<file path="config.mk">
export PLATFORM = sky130hd
export DESIGN_NAME = css_comment_stripper
export DESIGN_NICKNAME = d
export VERILOG_FILES = /design/src/hdl/css_pkg.sv /design/src/hdl/css_comment_stripper.sv
export SDC_FILE = /design/constraint.sdc
export NUM_CORES = 1
export LEC_CHECK = 0
export BUFFER_PORTS_ARGS = -buffer_cell sky130_fd_sc_hd__buf_2
export CORE_MARGIN = 2
export CORE_UTILIZATION = 32
export DETAILED_ROUTE_END_ITERATION = 10
export GPL_TIMING_DRIVEN = 0
export PLACE_DENSITY_LB_ADDON = 0.05
export RECOVER_POWER = 50
export SETUP_SLACK_MARGIN = 0.02
export SLEW_MARGIN = 20
export SYNTH_ARGS = -nofsm -noshare
export SYNTH_HDL_FRONTEND = slang
export SYNTH_SLANG_ARGS = --single-unit
</file>
<file path="constraint.sdc">
create_clock -name clk -period 3 [get_ports clk]
set_input_delay 0.45 -clock clk [delete_from_list [all_inputs] [get_ports clk]]
set_output_delay 0.45 -clock clk [all_outputs]
set_load 0.01 [all_outputs]
</file>
<file path="src/hdl/css_pkg.sv">
`default_nettype none
package css_pkg;

  localparam logic [7:0] ChSlash = 8'h2F;
  localparam logic [7:0] ChStar  = 8'h2A;
  localparam logic [7:0] ChDq    = 8'h22;
  localparam logic [7:0] ChSq    = 8'h27;
  localparam logic [7:0] ChBs    = 8'h5C;

  localparam int unsigned QDepth = 4;
  localparam int unsigned QAw    = $clog2(QDepth);

  typedef struct packed {
    logic [7:0] data;
    logic       kept;
    logic       last;
  } res_t;

  typedef struct packed {
    logic in_quote;
    logic is_double;
  } quote_t;

  function automatic quote_t quote_step(quote_t q, logic [7:0] c, logic prev_bs);
    quote_t r;
    logic [7:0] closer;
    r = q;
    closer = q.is_double ? ChDq : ChSq;
    if (!q.in_quote && (c == ChDq || c == ChSq)) begin
      r.in_quote  = 1'b1;
      r.is_double = (c == ChDq);
    end else if (q.in_quote && c == closer && !prev_bs) begin
      r.in_quote  = 1'b0;
      r.is_double = 1'b0;
    end
    return r;
  endfunction

endpackage
`default_nettype wire

</file>
<file path="src/hdl/css_comment_stripper.sv">
// Lookahead: a kept byte is held back one request before it is queued.
// Throughput: one request per cycle while in_ready is high; a final request
//   pushes up to two results into a four-entry result queue that drains one
//   result per cycle while out_res_ready is high.
// Reset: synchronous, active low; clears lookahead, comment and quote state
//   and empties the result queue.
`default_nettype none
module css_comment_stripper (
  input  wire logic       clk,
  input  wire logic       rst_n,
  input  wire logic       in_valid,
  output logic            in_ready,
  input  wire logic [7:0] in_byte,
  input  wire logic       in_is_final,
  output logic            out_res_valid,
  input  wire logic       out_res_ready,
  output logic [7:0]      out_byte,
  output logic            out_valid,
  output logic            out_stream_end
);
  import css_pkg::*;

  logic             held_valid_r, held_valid_nxt;
  logic [7:0]       held_byte_r, held_byte_nxt;
  logic             held_bs_r, held_bs_nxt;
  logic             in_comment_r, in_comment_nxt;
  quote_t           quote_r, quote_nxt;

  res_t             q_r [QDepth];
  logic [QAw-1:0]   wr_r, wr_nxt, rd_r, rd_nxt;
  logic [QAw:0]     cnt_r, cnt_nxt;

  logic             acc, pop;
  logic             open0, close0, emit0, consumed, emit1, prev_bs1, comment1;
  quote_t           quote1, quote2;
  res_t             res0, res1;
  logic             push0, push1;
  logic [QAw:0]     npush;

  assign in_ready = (cnt_r <= (QAw+1)'(QDepth - 2));
  assign acc      = in_valid && in_ready;
  assign out_res_valid = (cnt_r != '0);
  assign pop      = out_res_valid && out_res_ready;
  assign out_byte       = q_r[rd_r].data;
  assign out_valid      = q_r[rd_r].kept;
  assign out_stream_end = q_r[rd_r].last;

  always_comb begin
    open0  = held_valid_r && !quote_r.in_quote && !in_comment_r &&
             held_byte_r == ChSlash && in_byte == ChStar;
    close0 = held_valid_r && in_comment_r && held_byte_r == ChStar && in_byte == ChSlash;
    consumed = open0 || close0;
    emit0  = held_valid_r && !consumed && !in_comment_r;
    comment1 = open0 ? 1'b1 : (close0 ? 1'b0 : in_comment_r);
    quote1 = emit0 ? quote_step(quote_r, held_byte_r, held_bs_r) : quote_r;
    prev_bs1 = held_valid_r && held_byte_r == ChBs;
    emit1  = in_is_final && !consumed && !comment1;
    quote2 = quote1;

    res0.data = held_byte_r;
    res0.kept = 1'b1;
    res0.last = in_is_final && !emit1;
    res1.data = emit1 ? in_byte : 8'h00;
    res1.kept = emit1;
    res1.last = 1'b1;

    push0 = acc && emit0;
    push1 = acc && in_is_final && (emit1 || !emit0);
    npush = (QAw+1)'(push0) + (QAw+1)'(push1);

    held_valid_nxt = held_valid_r;
    held_byte_nxt  = held_byte_r;
    held_bs_nxt    = held_bs_r;
    in_comment_nxt = in_comment_r;
    quote_nxt      = quote_r;
    if (acc) begin
      if (in_is_final) begin
        held_valid_nxt = 1'b0;
        held_byte_nxt  = 8'h00;
        held_bs_nxt    = 1'b0;
        in_comment_nxt = 1'b0;
        quote_nxt      = '0;
      end else begin
        held_valid_nxt = !consumed;
        held_byte_nxt  = consumed ? 8'h00 : in_byte;
        held_bs_nxt    = !consumed && prev_bs1;
        in_comment_nxt = comment1;
        quote_nxt      = quote2;
      end
    end

    wr_nxt  = wr_r + QAw'(npush);
    rd_nxt  = rd_r + QAw'(pop);
    cnt_nxt = cnt_r + npush - (QAw+1)'(pop);
  end

  always_ff @(posedge clk) begin
    if (!rst_n) begin
      held_valid_r <= 1'b0;
      held_byte_r  <= 8'h00;
      held_bs_r    <= 1'b0;
      in_comment_r <= 1'b0;
      quote_r      <= '0;
      wr_r         <= '0;
      rd_r         <= '0;
      cnt_r        <= '0;
    end else begin
      held_valid_r <= held_valid_nxt;
      held_byte_r  <= held_byte_nxt;
      held_bs_r    <= held_bs_nxt;
      in_comment_r <= in_comment_nxt;
      quote_r      <= quote_nxt;
      wr_r         <= wr_nxt;
      rd_r         <= rd_nxt;
      cnt_r        <= cnt_nxt;
    end
  end

  // write the held result first, the final result behind it
  always_ff @(posedge clk) begin
    if (push0) begin
      q_r[wr_r] <= res0;
    end
    if (push1) begin
      q_r[push0 ? wr_r + QAw'(1) : wr_r] <= res1;
    end
  end

endmodule
`default_nettype wire
</file>
Word-level counts from Yosys, hierarchy flattened
Memories as Yosys holds them, arrays and structs flattened. A register that Yosys moved wholly into a read port is not among the register bits. Cells that the tools add are included.

Add/sub/neg operators: 6. $lt $le $gt $ge: 1. Equal/unequal tests: 8. Multiplexer cells: 19. Reductions and logical operators: 36.

Operators with widths (number): equality test 8 x 6 -> 1 bit, second input constant (6); two-way mux 8 bit (3); logical AND 1 bit (22); two-way mux 2 bit (6); two-way mux 1 bit (9); equality test 8 x 6 -> 1 bit (1); equality test 8 x 7 -> 1 bit, second input constant (1); zero test 1 bit (7); nonzero test 3 bit (2); adder 3 x 2 -> 3 bit (1); less-or-equal comparator 3 x 2 -> 1 bit, second input constant (1); logical OR 1 bit (3); two-way mux 3 bit (1); AND reduction 3 bit (1); subtractor 3 x 1 -> 3 bit (1); adder 1 x 1 -> 2 bit (1); adder 2 x 1 -> 2 bit (1); adder 2 x 1 -> 2 bit, second input constant (1); adder 2 bit (1); nonzero test 2 bit (1).

Register bits after elaboration: 20. Memory bits (writable): 40. Input bits: 13. Output and inout port bits: 12. Logic and storage cells: 80. Memories: 1.

Memory list: q_r (words 4, width 10, read ports 1, clocked after Yosys merged registers in 1, wr ports 2, RTL line css_comment_stripper.sv:29) `res_t q_r [QDepth];`.

Longest topological paths before layout
Depth after elaboration: 15. Depth in mapped cells: 15. Depth with buffers taken out: 14.

Worst setup path after synthesis
No wires, ideal clock.

Path kind: input-to-reg. Start: in in_byte[0]. End: reg cnt_r[2]. Setup time: 0.115 ns. Arrival time: 3.013 ns. Data required time: 2.885 ns. Path slack: -0.128 ns. Cell stages on the path: 14. Buffers on the path: 0. Cell sequence: or4b_4 -> nor3_4 -> o21ai_4 -> nand2_4 -> inv_2 -> ha_1 -> inv_1 -> ha_1 -> inv_1 -> ha_1 -> fa_1 -> xnor2_1 -> xnor2_1 -> and2_1.

Cells in the longest elaborated chain, start to end: 12. Elaborated cells on any way between the ends: 20. Those cells by class: 3 x add/sub; 2 x eq/ne; 2 x mux; 13 x reduce/logical.

RTL lines: start: declaration (RTL line css_comment_stripper.sv:13) `input wire logic [7:0] in_byte,`; equality test 8 x 6 -> 1 bit (on tied branches) (RTL line css_comment_stripper.sv:50, css_comment_stripper.sv:51); logical AND 1 bit (on tied branches) (RTL line css_comment_stripper.sv:50, css_comment_stripper.sv:51); logical OR 1 bit (RTL line css_comment_stripper.sv:52) `consumed = open0 || close0;`; zero test 1 bit (RTL line css_comment_stripper.sv:53, css_comment_stripper.sv:57); logical AND 1 bit (2 in a row) (RTL line css_comment_stripper.sv:53) `emit0 = held_valid_r && !consumed && !in_comment_r;`; zero test 1 bit (RTL line css_comment_stripper.sv:68) `push1 = acc && in_is_final && (emit1 || !emit0);`; logical OR 1 bit (RTL line css_comment_stripper.sv:68); logical AND 1 bit (RTL line css_comment_stripper.sv:68); adder 1 x 1 -> 2 bit (*) (RTL line css_comment_stripper.sv:69) `npush = (QAw+1)'(push0) + (QAw+1)'(push1);`; adder 3 x 2 -> 3 bit (*) (RTL line css_comment_stripper.sv:94) `cnt_nxt = cnt_r + npush - (QAw+1)'(pop);`; subtractor 3 x 1 -> 3 bit (*) (RTL line css_comment_stripper.sv:94); end signal: assignment (RTL line css_comment_stripper.sv:115) `cnt_r <= cnt_nxt;`; end: declaration (RTL line css_comment_stripper.sv:31) `logic [QAw:0] cnt_r, cnt_nxt;`.

Every way passes the cells marked *; elsewhere a longest branch is shown, timed or not. A chain may end at the register's enable or synchronous reset.

Worst setup path in the final report
Start: reg in_comment_r. End: reg cnt_r[2].

Cells in the longest elaborated chain, start to end: 14. Elaborated cells on any way between the ends: 23. Those cells by class: 3 x add/sub; 2 x mux; 18 x reduce/logical.

RTL lines: start: declaration (RTL line css_comment_stripper.sv:26) `logic in_comment_r, in_comment_nxt;`; start signal: assignment (RTL line css_comment_stripper.sv:111) `in_comment_r <= in_comment_nxt;`; zero test 1 bit (RTL line css_comment_stripper.sv:49, css_comment_stripper.sv:53); logical AND 1 bit (2 in a row) (RTL line css_comment_stripper.sv:49) `open0 = held_valid_r && !quote_r.in_quote && !in_comment_r &&`; logical AND 1 bit (RTL line css_comment_stripper.sv:50) `held_byte_r == ChSlash && in_byte == ChStar;`; logical OR 1 bit (RTL line css_comment_stripper.sv:52); zero test 1 bit (RTL line css_comment_stripper.sv:53, css_comment_stripper.sv:57); logical AND 1 bit (2 in a row) (RTL line css_comment_stripper.sv:53); zero test 1 bit (RTL line css_comment_stripper.sv:68); logical OR 1 bit (RTL line css_comment_stripper.sv:68); logical AND 1 bit (RTL line css_comment_stripper.sv:68); adder 1 x 1 -> 2 bit (*) (RTL line css_comment_stripper.sv:69); adder 3 x 2 -> 3 bit (*) (RTL line css_comment_stripper.sv:94); subtractor 3 x 1 -> 3 bit (*) (RTL line css_comment_stripper.sv:94).

Marked as above.

==> impl_metrics.py <==
metrics = {
    "clock_network": {
        "cts_max_level": 3,
        "clock-sinks": 60,
        "numCtsBuffers": 9,
        "clk_latency_ns": 0.34,
        "clk_path_buf_depth": 2,
        "root_buffer": "clkbuf_16",
        "cts-hold-fix-buffers": 0,
        "cts_tree": "built",
        "clkTransAtPathRegs_ns": 0.05,
    },
    "power_and_ir_drop": {
        "combPwrFrac_pct": 33.4,
        "clockPowerShare_pct": 31.2,
        "leakage_nw": 1.65,
        "switchingPower_mw": 1.01,
        "totalPowerFinal_mw": 3.01,
        "p_per_area_nw_per_um2": 644,
        "switching_share_pct": 33.6,
        "p_int_mw": 2.00,
        "ir_worst_vdd_mv": 0.249,
        "pwr-share-seq_pct": 35.4,
    },
    "floorplan": {
        "die_w_um": 113,
        "die_h_um": 113,
        "ios": 25,
        "start_util_pct": 33.0,
        "core_um2": 11500,
        "fp.dieArea_um2": 12800,
        "rows": 39,
    },
    "worst_hold_path": {
        "worstHoldStart": "rst_n",
        "hold_end": "quote_r[1]",
        "hold_depth": 3,
        "hold_path_class": "in -> reg",
    },
    "synthesis": {
        "netlist_area_um2": 3800,
        "async_flop_share_pct": 0,
        "avgSynthCellArea_um2": 9.58,
        "synth_edf_count": 36,
        "netlist_instances": 397,
        "yosys_most_used_dff": "edfxtp_1",
        "yosysSeqAreaShare_pct": 41.0,
        "synth.distinct_cells": 66,
        "synth_fp_nets": 421,
        "synth-seq-cells": 60,
        "ys_warn_count": 0,
    },
    "timing": {
        "finClkSkew_ns": 0.00821,
        "hold_violations": 0,
        "fin_tns_setup_ns": 0,
        "finalCriticalPeriod_ns": 2.90,
        "max_freq_ghz": 0.345,
        "tightestPinTransition_ns": 1.02,
        "rsz0062_at_grt": "true",
        "fin_crit_sh_pct": 96.7,
        "final-setup-viol-count": 0,
        "relSlewSlack_pct": 31.2,
        "report.final.slew_viol_count": 0,
    },
    "global_routing": {
        "grt_pass1_wl_mm": 18.9,
        "grt_util_all_layers_pct": 19.8,
        "grt_max_degree": 11,
        "grt_pass1_vias": 3286,
        "grt.overflow.total": 0,
        "antenna_found_initial": 0,
    },
    "outcome": {
        "status": "finished, violations left",
        "violations": "design-rule violations",
    },
    "layout": {
        "insertedDiodeCount": 0,
        "ff_latch_area_um2": 1580,
        "final_common_cell": "edfxtp_1",
        "multi_input_area_um2": 2130,
        "nets": 470,
        "nFillCells": 1180,
        "drive_above_1_share_pct": 25.1,
        "layout_common_cells": "36 x edfxtp_1, 35 x nand2_1, 32 x nor2_1, 29 x buf_2, 22 x a21oi_1",
        "area_growth_syn_to_layout_pct": 22.6,
    },
    "setup_path": {
        "cp_cell_sequence": "or4b_4, nor3_4, o21ai_4, nand2_4, inv_8, ha_4, inv_2, ha_4, inv_2, ha_4, fa_2, xnor2_2, xnor2_1, and2_1",
        "crit_top_cell": "ha_4",
        "crit_path_end_kind": "flop",
        "cp.depth": 14,
        "worstPathRequired_ns": 3.24,
        "crit_family": "adder cells",
        "cp_slowest_cell": "or4b_4",
        "slowest_delay_ns": 0.54,
        "rrSetupSlack_ns": 0.1,
        "worstRegToRegCells": 14,
        "crit_buf_inv": 3,
        "critPathMaxFanout": 2,
        "worstSetupStartpointType": "flop",
        "timing.rr.end": "cnt_r[2]",
        "worstReg2RegStart": "in_comment_r",
        "criticalPathCategory": "reg -> reg",
        "arrival_ns": 3.14,
    },
    "place": {
        "port_buffers": 24,
        "gp_congestion": 0.910,
        "hpwl_mm": 8.58,
    },
    "routing": {
        "drc": 1,
        "firstDrtPassIters": 8,
        "wl_mm": 12.1,
        "vias_per_cell": 5.63,
        "ant_nets": 0,
        "vias": 3344,
        "drt_iter0_drc": 229,
        "wl_per_cell_um": 20.3,
    },
    "job": {
        "drv_cap": 0,
    },
}
## through the flow
stage	std cells	utilization, %	cell area [um2]	setup slack [ns]	hold WS, ns
2_1_floorplan	397	-	3830	0.00315	0.436
3_3_place_gp	564	35.9	4130	-0.722	0.472
3_5_place_dp	564	36.1	4150	-0.383	0.464
4_1_cts	591	40.1	4620	-0.0150	0.404
5_1_grt	594	40.5	4670	-0.0201	0.430
6_report	594	40.5	4670	0.0987	0.407
## Yosys cell counts, types with 3 or more instances
cell type | instances | area (um2)
o21ai_1 | 4 | 20.0
a21o_1 | 3 | 22.5
a21oi_1 | 23 | 115
nor2_2 | 3 | 18.8
ha_1 | 10 | 125
o2bb2ai_1 | 3 | 26.3
a21boi_0 | 11 | 82.6
edfxtp_1 | 36 | 1080
buf_2 | 7 | 35.0
and3_1 | 11 | 68.8
dfxtp_1 | 24 | 480
inv_1 | 15 | 56.3
nand3_1 | 10 | 50.1
and2_1 | 10 | 62.6
nand4_1 | 10 | 62.6
mux2i_1 | 3 | 30.0
nor3_1 | 13 | 65.1
o21ai_0 | 10 | 50.1
nand3b_1 | 4 | 30.0
nor2_1 | 32 | 120
mux4_2 | 10 | 225
a32oi_1 | 3 | 26.3
a31oi_1 | 15 | 93.8
a211oi_1 | 3 | 22.5
nand4b_1 | 6 | 52.6
xnor2_1 | 5 | 43.8
a22oi_1 | 3 | 22.5
buf_4 | 3 | 22.5
buf_6 | 4 | 45.0
o22ai_1 | 9 | 56.3
nand2b_1 | 4 | 25.0
clkbuf_1 | 14 | 52.6
nand2_1 | 35 | 131
## power by group through the flow
stage	combinational [mW]	clock [mW]	sequential (mW)
2_1_floorplan	0.628	0	1.06
3_3_place_gp	0.888	0	1.08
3_5_place_dp	0.898	0	1.08
4_1_cts	0.986	0.955	1.06
5_1_grt	1.10	0.993	1.08
6_report	1.00	0.939	1.06
## worst reg2reg max path: stages (launching register included)
cell     delay [ns]
dfxtp_2        0.32
or4b_4         0.54
nor3_4         0.19
o21ai_4        0.09
nand2_4        0.12
inv_8          0.04
ha_4           0.26
inv_2          0.04
ha_4           0.25
inv_2          0.04
ha_4           0.15
fa_2           0.36
xnor2_2        0.15
xnor2_1        0.12
and2_1         0.14
## worst max path at each step
stage	from	to	slack (ns)
floorplan	in_byte[0]	cnt_r[2]	0.003
global placement	wr_r[0]	q_r[1][2]	-0.72
detailed placement	in_byte[0]	cnt_r[2]	-0.38
CTS	held_byte_r[4]	cnt_r[2]	-0.02
global route	in_comment_r	cnt_r[2]	-0.02
finish	in_comment_r	cnt_r[2]	0.1
## final cells by class
cell class,count,share of cell area [%]
Multi-Input combinational cell,290,45.7
Sequential cell,60,33.8
Timing Repair Buffer,38,5.87
Clock buffer,11,5.20
Tap cell,143,3.83
Buffer,30,3.43
Inverter,17,1.61
Clock inverter,5,0.590
## routing by layer
layer / wire (um) / track usage, % / up-vias
li1: - / - / 1583
met1: 5530 / 26.6 / 1600
met2: 5480 / 31.2 / 134
met3: 705 / 3.48 / 27
met4: 341 / 8.78 / 0
met5: 0 / 0 / -
## cells by family (layout without fill, tap and decap cells)
family          Yosys count  after routing  share of synthesized area [%]
buf+inv                  47            101                           5.95
flops                    60             60                           41.0
mux                      13             13                           6.71
simple gates            160            160                           23.3
xor+xnor                  6              6                           1.38
compound gates          100            100                           17.8
fa+ha+maj                11             11                           3.81
## timing repair
item	4_1_cts	5_1_grt
hold endpoints to repair	0	0
buffers inserted	11	3
pin swaps	12	5
resized for setup	19	9
endpoints found under the setup margin	38	37
## flip-flops by register name (all words and copies together), names as in the netlist
| signal | flops |
|---|---|
| cnt_r | 3 |
| held_bs_r | 1 |
| held_byte_r | 8 |
| held_valid_r | 1 |
| in_comment_r | 1 |
| q_r | 40 |
| quote_r | 2 |
| rd_r | 2 |
| wr_r | 2 |
Note: power is estimated with default switching activity, not from simulation.
